==> config.mk <==
export PLATFORM = sky130hd
export DESIGN_NAME = scsa_front
export DESIGN_NICKNAME = d
export VERILOG_FILES = /design/src/scsa_pkg.sv /design/src/scsa_front.sv
export SDC_FILE = /design/constraint.sdc
export NUM_CORES = 1
export LEC_CHECK = 0
export CAP_MARGIN = 20
export CORE_MARGIN = 1.5
export CORE_UTILIZATION = 50
export CTS_BUF_LIST = sky130_fd_sc_hd__clkbuf_16
export DETAILED_ROUTE_END_ITERATION = 10
export DONT_BUFFER_PORTS = 1
export GPL_ROUTABILITY_DRIVEN = 0
export PLACE_DENSITY = 0.75
export SLEW_MARGIN = 20
export SYNTH_ARGS = -nofsm -noshare
export SYNTH_HDL_FRONTEND = slang
export SYNTH_SLANG_ARGS = --single-unit
==> constraint.sdc <==
create_clock -name clk -period 6.5 [get_ports clk]
set_clock_uncertainty 0.05 [all_clocks]
set_input_delay 0.325 -clock clk [delete_from_list [all_inputs] [get_ports clk]]
set_output_delay 0.325 -clock clk [all_outputs]
set_load 0.05 [all_outputs]
==> src/scsa_pkg.sv <==
// ============================================================================
// scsa_pkg: shared types and constants of the size class slot allocator
// Command and status codes, payload structs, queue item and configuration.
// ============================================================================
`timescale 1ns / 1ps
`default_nettype none

package scsa_pkg;

    localparam int NUM_CLASSES     = 64;
    localparam int CLS_W           = 6;
    localparam int ADDR_W          = 20;
    localparam int GRAN_SHIFT      = 3;
    localparam int IDX_W           = ADDR_W - GRAN_SHIFT;
    localparam int MAX_SMALL       = 512;
    localparam int BLOCK_HEADER    = 8;
    localparam int SLOT_W          = 10;
    localparam int BODY_W          = 22;
    localparam int WIDE_W          = 23;

    localparam logic [19:0] HEAP_BASE_RST   = 20'd4096;
    localparam logic [20:0] HEAP_LIMIT_RST  = 21'd1048576;
    localparam logic [16:0] BLOCK_BYTES_RST = 17'd4096;

    // command codes
    localparam logic [1:0] CMD_ALLOC = 2'd0;
    localparam logic [1:0] CMD_FREE  = 2'd1;
    localparam logic [1:0] CMD_INIT  = 2'd2;

    // status codes
    localparam logic [1:0] ST_OK     = 2'd0;
    localparam logic [1:0] ST_NULL   = 2'd1;
    localparam logic [1:0] ST_BYPASS = 2'd2;
    localparam logic [1:0] ST_OOM    = 2'd3;

    // register indexes
    localparam logic [1:0] REG_HEAP_BASE   = 2'd0;
    localparam logic [1:0] REG_HEAP_LIMIT  = 2'd1;
    localparam logic [1:0] REG_BLOCK_BYTES = 2'd2;

    typedef struct packed {
        logic [1:0]  command;
        logic [31:0] request_size;
        logic [19:0] address;
    } in_t;

    typedef struct packed {
        logic [1:0]  status;
        logic [19:0] slot_address;
        logic [5:0]  size_class;
    } out_t;

    typedef enum logic [2:0] {
        OP_ALLOC,
        OP_FREE,
        OP_INIT,
        OP_NULL,
        OP_BYPASS
    } op_t;

    // classified transaction handed from front to back
    typedef struct packed {
        op_t              op;
        logic [CLS_W-1:0] cls;
        logic [IDX_W-1:0] idx;
    } item_t;

    typedef struct packed {
        logic [19:0] heap_base;
        logic [20:0] heap_limit;
        logic [16:0] block_bytes;
    } cfg_t;

endpackage

`default_nettype wire

==> src/scsa_front.sv <==
// ============================================================================
// scsa_front: request classifier and command queue
// Decodes command and size into an operation and class, queues it for the back.
// ============================================================================
`timescale 1ns / 1ps
`default_nettype none

module scsa_front (
    input  wire logic          clk,
    input  wire logic          rst_n,
    input  wire logic          in_valid,
    output logic               in_stall,
    input  wire scsa_pkg::in_t in_data,
    output logic               q_valid,
    output scsa_pkg::item_t    q_item,
    input  wire logic          q_pop
);
    import scsa_pkg::*;

    item_t       cls_item;
    logic [31:0] size_m1;
    logic        push;
    item_t       q_reg [2];
    logic        wr_ptr_reg, wr_ptr_next;
    logic        rd_ptr_reg, rd_ptr_next;
    logic [1:0]  cnt_reg, cnt_next;

    // classify the incoming transaction
    always_comb
    begin
        size_m1      = in_data.request_size - 32'd1;
        cls_item.cls = size_m1[GRAN_SHIFT +: CLS_W];
        cls_item.idx = in_data.address[ADDR_W-1:GRAN_SHIFT];
        cls_item.op  = OP_NULL;
        case (in_data.command)
            CMD_INIT:
            begin
                cls_item.op = OP_INIT;
            end
            CMD_ALLOC, CMD_FREE:
            begin
                if (in_data.request_size > 32'(MAX_SMALL))
                    cls_item.op = OP_BYPASS;
                else if (in_data.request_size == 32'd0)
                    cls_item.op = OP_NULL;
                else if (in_data.command == CMD_ALLOC)
                    cls_item.op = OP_ALLOC;
                else if (cls_item.idx == '0)
                    cls_item.op = OP_NULL;
                else
                    cls_item.op = OP_FREE;
            end
            default:
            begin
                cls_item.op = OP_NULL;
            end
        endcase
    end

    // two-entry queue
    assign in_stall = (cnt_reg == 2'd2);
    assign push     = in_valid && !in_stall;
    assign q_valid  = (cnt_reg != 2'd0);
    assign q_item   = q_reg[rd_ptr_reg];

    always_comb
    begin
        wr_ptr_next = push ? !wr_ptr_reg : wr_ptr_reg;
        rd_ptr_next = q_pop ? !rd_ptr_reg : rd_ptr_reg;
        cnt_next    = cnt_reg + {1'b0, push} - {1'b0, q_pop};
    end

    always_ff @(posedge clk)
    begin
        if (push)
            q_reg[wr_ptr_reg] <= cls_item;
    end

    always_ff @(posedge clk or negedge rst_n)
    begin
        if (!rst_n)
        begin
            wr_ptr_reg <= 1'b0;
            rd_ptr_reg <= 1'b0;
            cnt_reg    <= 2'd0;
        end
        else
        begin
            wr_ptr_reg <= wr_ptr_next;
            rd_ptr_reg <= rd_ptr_next;
            cnt_reg    <= cnt_next;
        end
    end

endmodule

`default_nettype wire

## Yosys cells after proc, flatten, opt, wreduce, memory -nomap -nowiden

Memories as Yosys holds them, arrays and structs flattened.
Index checks and enable logic that the tools add are counted.

| cells by class | value |
|---|---|
| add/subtract/negate cells | 3 |
| eq/ne operators | 3 |
| reduce and logical (&&, ||, !) cells | 9 |
| mux-type cells | 7 |
| magnitude comparators | 1 |

Operators with widths:

| kind | count |
|---|---|
| greater-than comparator 32 x 10 -> 1 bit (second input constant) | 1 |
| logical NOT 32 bit | 1 |
| logical NOT 17 bit | 1 |
| subtractor 9 x 1 -> 9 bit (second input constant) | 1 |
| 2-to-1 mux 2 bit | 3 |
| one-hot mux 3 bit (2 select lines) | 1 |
| == test 2 bit (second input constant) | 2 |
| logical NOT 1 bit | 3 |
| 2-to-1 mux 3 bit | 1 |
| adder 2 x 1 -> 2 bit | 1 |
| == test 2 x 1 -> 1 bit (second input constant) | 1 |
| logical NOT 2 bit | 1 |
| 2-to-1 mux 1 bit | 2 |
| nonzero test 2 bit | 1 |
| OR reduction 2 bit | 1 |
| subtractor 2 x 1 -> 2 bit | 1 |
| logical AND 1 bit | 1 |

| storage, ports and cells | value |
|---|---|
| memories | 1 |
| memory bits (writable) | 52 |
| bits of input ports | 58 |
| logic and storage cells | 27 |
| register bits | 4 |
| output and inout port bits | 28 |

Memories:

| memory | depth | bits a word | rd ports | clocked after memory_dff | write ports | line | RTL |
|---|---|---|---|---|---|---|---|
| q_reg | 2 | 26 | 1 | 0 | 1 | scsa_front.sv:23 | `item_t q_reg [2];` |

## Logic depth before layout (Yosys ltp)

| logic depth | value |
|---|---|
| depth in word-level cells | 6 |
| depth in mapped cells | 7 |
| depth with buffers taken out | 7 |

## Worst setup path before layout

No wires, ideal clock.

| timing path | value |
|---|---|
| kind | reg2reg |
| start point | register cnt_reg[1] |
| end point | memory q_reg[0][0] in the netlist's numbering, enable pin |
| library setup time | 409 ps |
| cell stages (with the launch flop) | 4 |
| buffers on the path | 0 |
| data arrival time | 1,675 ps |
| period minus slack after synthesis | 2,133 ps |
| setup slack | 4,367 ps |
| data required time | 6,041 ps |
| path through | dfrtp_1 nand2_1 nand2_1 nor2_1 |

| on the way | value |
|---|---|
| word-level cells in the longest chain between the ends | 5 |

RTL lines:

| what | line | RTL |
|---|---|---|
| from (decl) | scsa_front.sv:26 | `logic [1:0] cnt_reg, cnt_next;` |
| from (signal assigned) | scsa_front.sv:91 | `cnt_reg <= cnt_next;` |
| == test 2 bit | scsa_front.sv:61 | `assign in_stall = (cnt_reg == 2'd2);` |
| logical NOT 1 bit | scsa_front.sv:62 | `assign push = in_valid && !in_stall;` |
| logical AND 1 bit | scsa_front.sv:62 |  |
| 2-to-1 mux 1 bit | scsa_front.sv:75 | `if (push)` |
| 2-to-1 mux 1 bit (not written as such) | scsa_front.sv:76 | `q_reg[wr_ptr_reg] <= cls_item;` |
| to (decl) | scsa_front.sv:23 |  |

Every way passes these cells.

==> flow_summary_export.csv <==
group,metric,value,unit
sta,final.setup.tns,0,ns
clocking,clk_latency,0.28,ns
floorplanning,die_area,5162,sq um
yosys,syn_inst,146,
floorplanning,die_h,71.85,microns
worst_setup_path,slowest_delay,0.75,ns
clocking,cts-root-buf,"clkbuf_16",
yosys,ys_seq_elements,56,
drt,wl_per_cell,19.96,microns
sta,slew_violations,0,
worst_setup_path,ff2ff_setup_slack,5.00,ns
sta,setup_violations,0,
global_route,overflow,0,
worst_setup_path,crit_buf_inv,0,
yosys,ys_seq_area_frac,0.7012,
clocking,cts_made_buffers,5,
worst_setup_path,r2r_start,"cnt_reg[1]$_DFF_PN0_",
sta,final-hold-violation-count,0,
sta,slew_headroom,0.6005,
layout,area.growth.synth_to_final,8.606,%
drt,routed_wl,4071,microns
clocking,clk_pin_slew_worst_paths,0.06,ns
sta,grt_setup_unrepaired,"false",
drt,vias,1247,
sta,min_period_over_period,0.3023,
yosys,yosysUniqueCellTypes,34,
floorplanning,num_rows,24,
yosys,synth_flop_cell,"edfxtp_1",
place,placed_cell_area,2429,sq um
floorplanning,initial_core_util,0.5332,
layout,insertedDiodeCount,0,
status,outcome,"finished, violations left",
global_route,grt_max_degree,28,
sta,tightest_slew,0.5992,ns
layout,post-route-cell-area,2574,sq um
drt,drc,3,
yosys,postSynthAreaPerCell,16.23,sq um
global_route,antenna_found_initial,0,
yosys,synth-async-reset-ratio,0.07143,
place,dp_hpwl,2883,microns
worst_setup_path,crit_path_max_fanout,27,
power,leakage,0.8646,nW
yosys,syn_nets,206,
worst_setup_path,end_kind,"output pin",
status,violations,"DRC",
floorplanning,core_area,4444,sq um
worst_hold_path,hp-class,"in -> reg",
worst_setup_path,path_cells,"mux2_2",
run,maxCapViolations,0,
drt,first_iter_violations,74,
worst_setup_path,worstSetupPathType,"reg -> out",
worst_hold_path,hold_end,"q_reg[0][16]$_DFFE_PP_",
clocking,cts_setup_buffers,0,
floorplanning,ioPinCount,86,
clocking,tritoncts,"done",
global_route,grt_pass1_wl,5913,microns
worst_hold_path,holdPathStages,0,
worst_hold_path,min_from,"in_data[19]",
global_route,grt_usage,0.1542,
layout,drive_above_1_share,0.2697,
drt,ant_nets,0,
power,irDropWorstVdd,192.0,uV
worst_setup_path,reg2reg_depth,4,
sta,fin_crit,1.965,ns
worst_setup_path,crit_path_start_kind,"flip-flop",
drt,dr.pass1.iters,9,
worst_setup_path,r2r-end,"q_reg[0][20]$_DFFE_PP_",
worst_setup_path,crit_slowest_cell,"dfrtp_2",
clocking,ctsHtreeMaxLevel,2,
layout,largest_reg_flops,52,
drt,viasPerCell,6.113,
worst_setup_path,cp.required,6.12,ns
yosys,synth_edf_count,52,
worst_setup_path,arrival,1.59,ns
power,pwr_density_cell,503.4,nW/um^2
sta,fmax,508.9,MHz
place,portBuffers,0,
floorplanning,die_w,71.85,microns
global_route,grt_pass1_vias,1256,
clocking,clockBufferDepth,2,
yosys,synth_area,2370,sq um
worst_setup_path,critPathTopFamily,"flip-flops",
yosys,yosysWarnings,0,
clocking,numClockSinks,56,
layout,final_nets,212,
worst max path at each step:
stage | slack, ns | depth (start not counted) | end | start
2_1_floorplan | 4.37 | 3 | q_reg[0][0]$_DFFE_PP_ | cnt_reg[1]$_DFF_PN0_
3_3_place_gp | 4.48 | 1 | q_item[25] | rd_ptr_reg$_DFFE_PN0P_
3_5_place_dp | 4.47 | 1 | q_item[25] | rd_ptr_reg$_DFFE_PN0P_
4_1_cts | 4.15 | 1 | q_item[25] | rd_ptr_reg$_DFFE_PN0P_
5_1_grt | 4.46 | 1 | q_item[25] | rd_ptr_reg$_DFFE_PN0P_
6_report | 4.53 | 1 | q_item[25] | rd_ptr_reg$_DFFE_PN0P_
layout make-up:
type                       count  area (sq um)
fill                         330          1871
inverter                       7         26.28
timing repair buffer           3         25.02
sequential                    56          1663
multi-input combinational     79         660.6
clock inverter                 2         8.758
tap                           52         65.06
clock buffer                   5         125.1
synthesized netlist by cell type, types with 2 or more instances:
master	instances	area, sq um
dfrtp_1	4	100.1
edfxtp_1	52	1562
ha_1	2	25.02
inv_1	7	26.28
mux2_2	26	292.8
nand2_1	5	18.77
nor2_1	4	15.01
nor3_1	2	10.01
nor4_1	6	37.54
o21ai_0	4	20.02
or2_2	2	12.51
or3_1	2	12.51
or4_1	4	30.03
xnor2_1	6	52.55
metal layers:
layer | vias to the layer above | GRT usage | wire, microns
li1 | 577 | - | -
met1 | 599 | 0.1679 | 1528
met2 | 67 | 0.2767 | 2122
met3 | 4 | 0.06329 | 395
met4 | 0 | 0.04193 | 25
met5 | - | 0 | 0
worst reg2reg max path: cells and delay by family, from the launching register on:
| kind | cells | cell delay, ns |
|---|---|---|
| and+or+nand+nor | 3 | 0.35 |
| DFF | 1 | 0.41 |
| buffers and inverters | 1 | 0.33 |
power breakdown:
group	total (W)	switching [W]	internal [W]	leakage [nW]
sequential	0.000549	0.0000532	0.000496	0.529
combinational	0.000501	0.000386	0.000115	0.264
clock	0.000245	0.000106	0.000138	0.0709
through the flow:
step	hold WS, ns	instances	utilization	setup WS (ns)	power (W)
2_1_floorplan	-0.02059	146	-	4.367	0.001003
3_3_place_gp	-0.02051	196	0.5465	4.478	0.001046
3_5_place_dp	-0.02052	196	0.5465	4.469	0.001063
4_1_cts	0.07702	204	0.5788	4.149	0.001311
5_1_grt	0.07151	204	0.5791	4.462	0.001340
6_report	0.08551	204	0.5791	4.535	0.001296
layout by cell type (no fill, tap or decap):
| master | instances |
|---|---|
| or2_1 | 1 |
| dfrtp_2 | 1 |
| buf_4 | 2 |
| or3_1 | 2 |
| clkbuf_16 | 5 |
| nand2_1 | 5 |
| o41ai_2 | 1 |
| edfxtp_1 | 52 |
| clkinv_2 | 1 |
| and4_1 | 1 |
| or4_1 | 4 |
| nor2_2 | 1 |
| a2bb2oi_1 | 1 |
| or4_4 | 1 |
| nor3_2 | 1 |
| a41oi_1 | 1 |
| and2_1 | 1 |
| nand2b_1 | 1 |
| o21ai_0 | 4 |
| and3_1 | 1 |
| a22oi_1 | 1 |
| ha_1 | 2 |
| xor2_1 | 1 |
| a32oi_1 | 1 |
| xnor2_1 | 6 |
| o21ai_1 | 1 |
| nor2_1 | 3 |
| inv_1 | 8 |
| o31ai_1 | 1 |
| dlygate4sd3_1 | 1 |
| or2_2 | 2 |
| nor4_1 | 6 |
| mux2_2 | 26 |
| a21oi_1 | 1 |
| nor3_1 | 2 |
| dfrtp_1 | 3 |
kinds of logic after synthesis:
kind of cell               synth area share
AOI/OAI and AO/OA                   0.03696
xor gates and xnor gates            0.02587
adders and majority gates           0.01056
buffers and inverters               0.02112
DFF                                  0.7012
muxes                                0.1235
and+or+nand+nor                     0.08079
what timing repair did:
action / 4_1_cts / 5_1_grt
hold buffers: 1 / 0
endpoints found under the hold margin: 4 / 0
resized for setup: 0 / 0
Power figures use the tool's default switching activity.
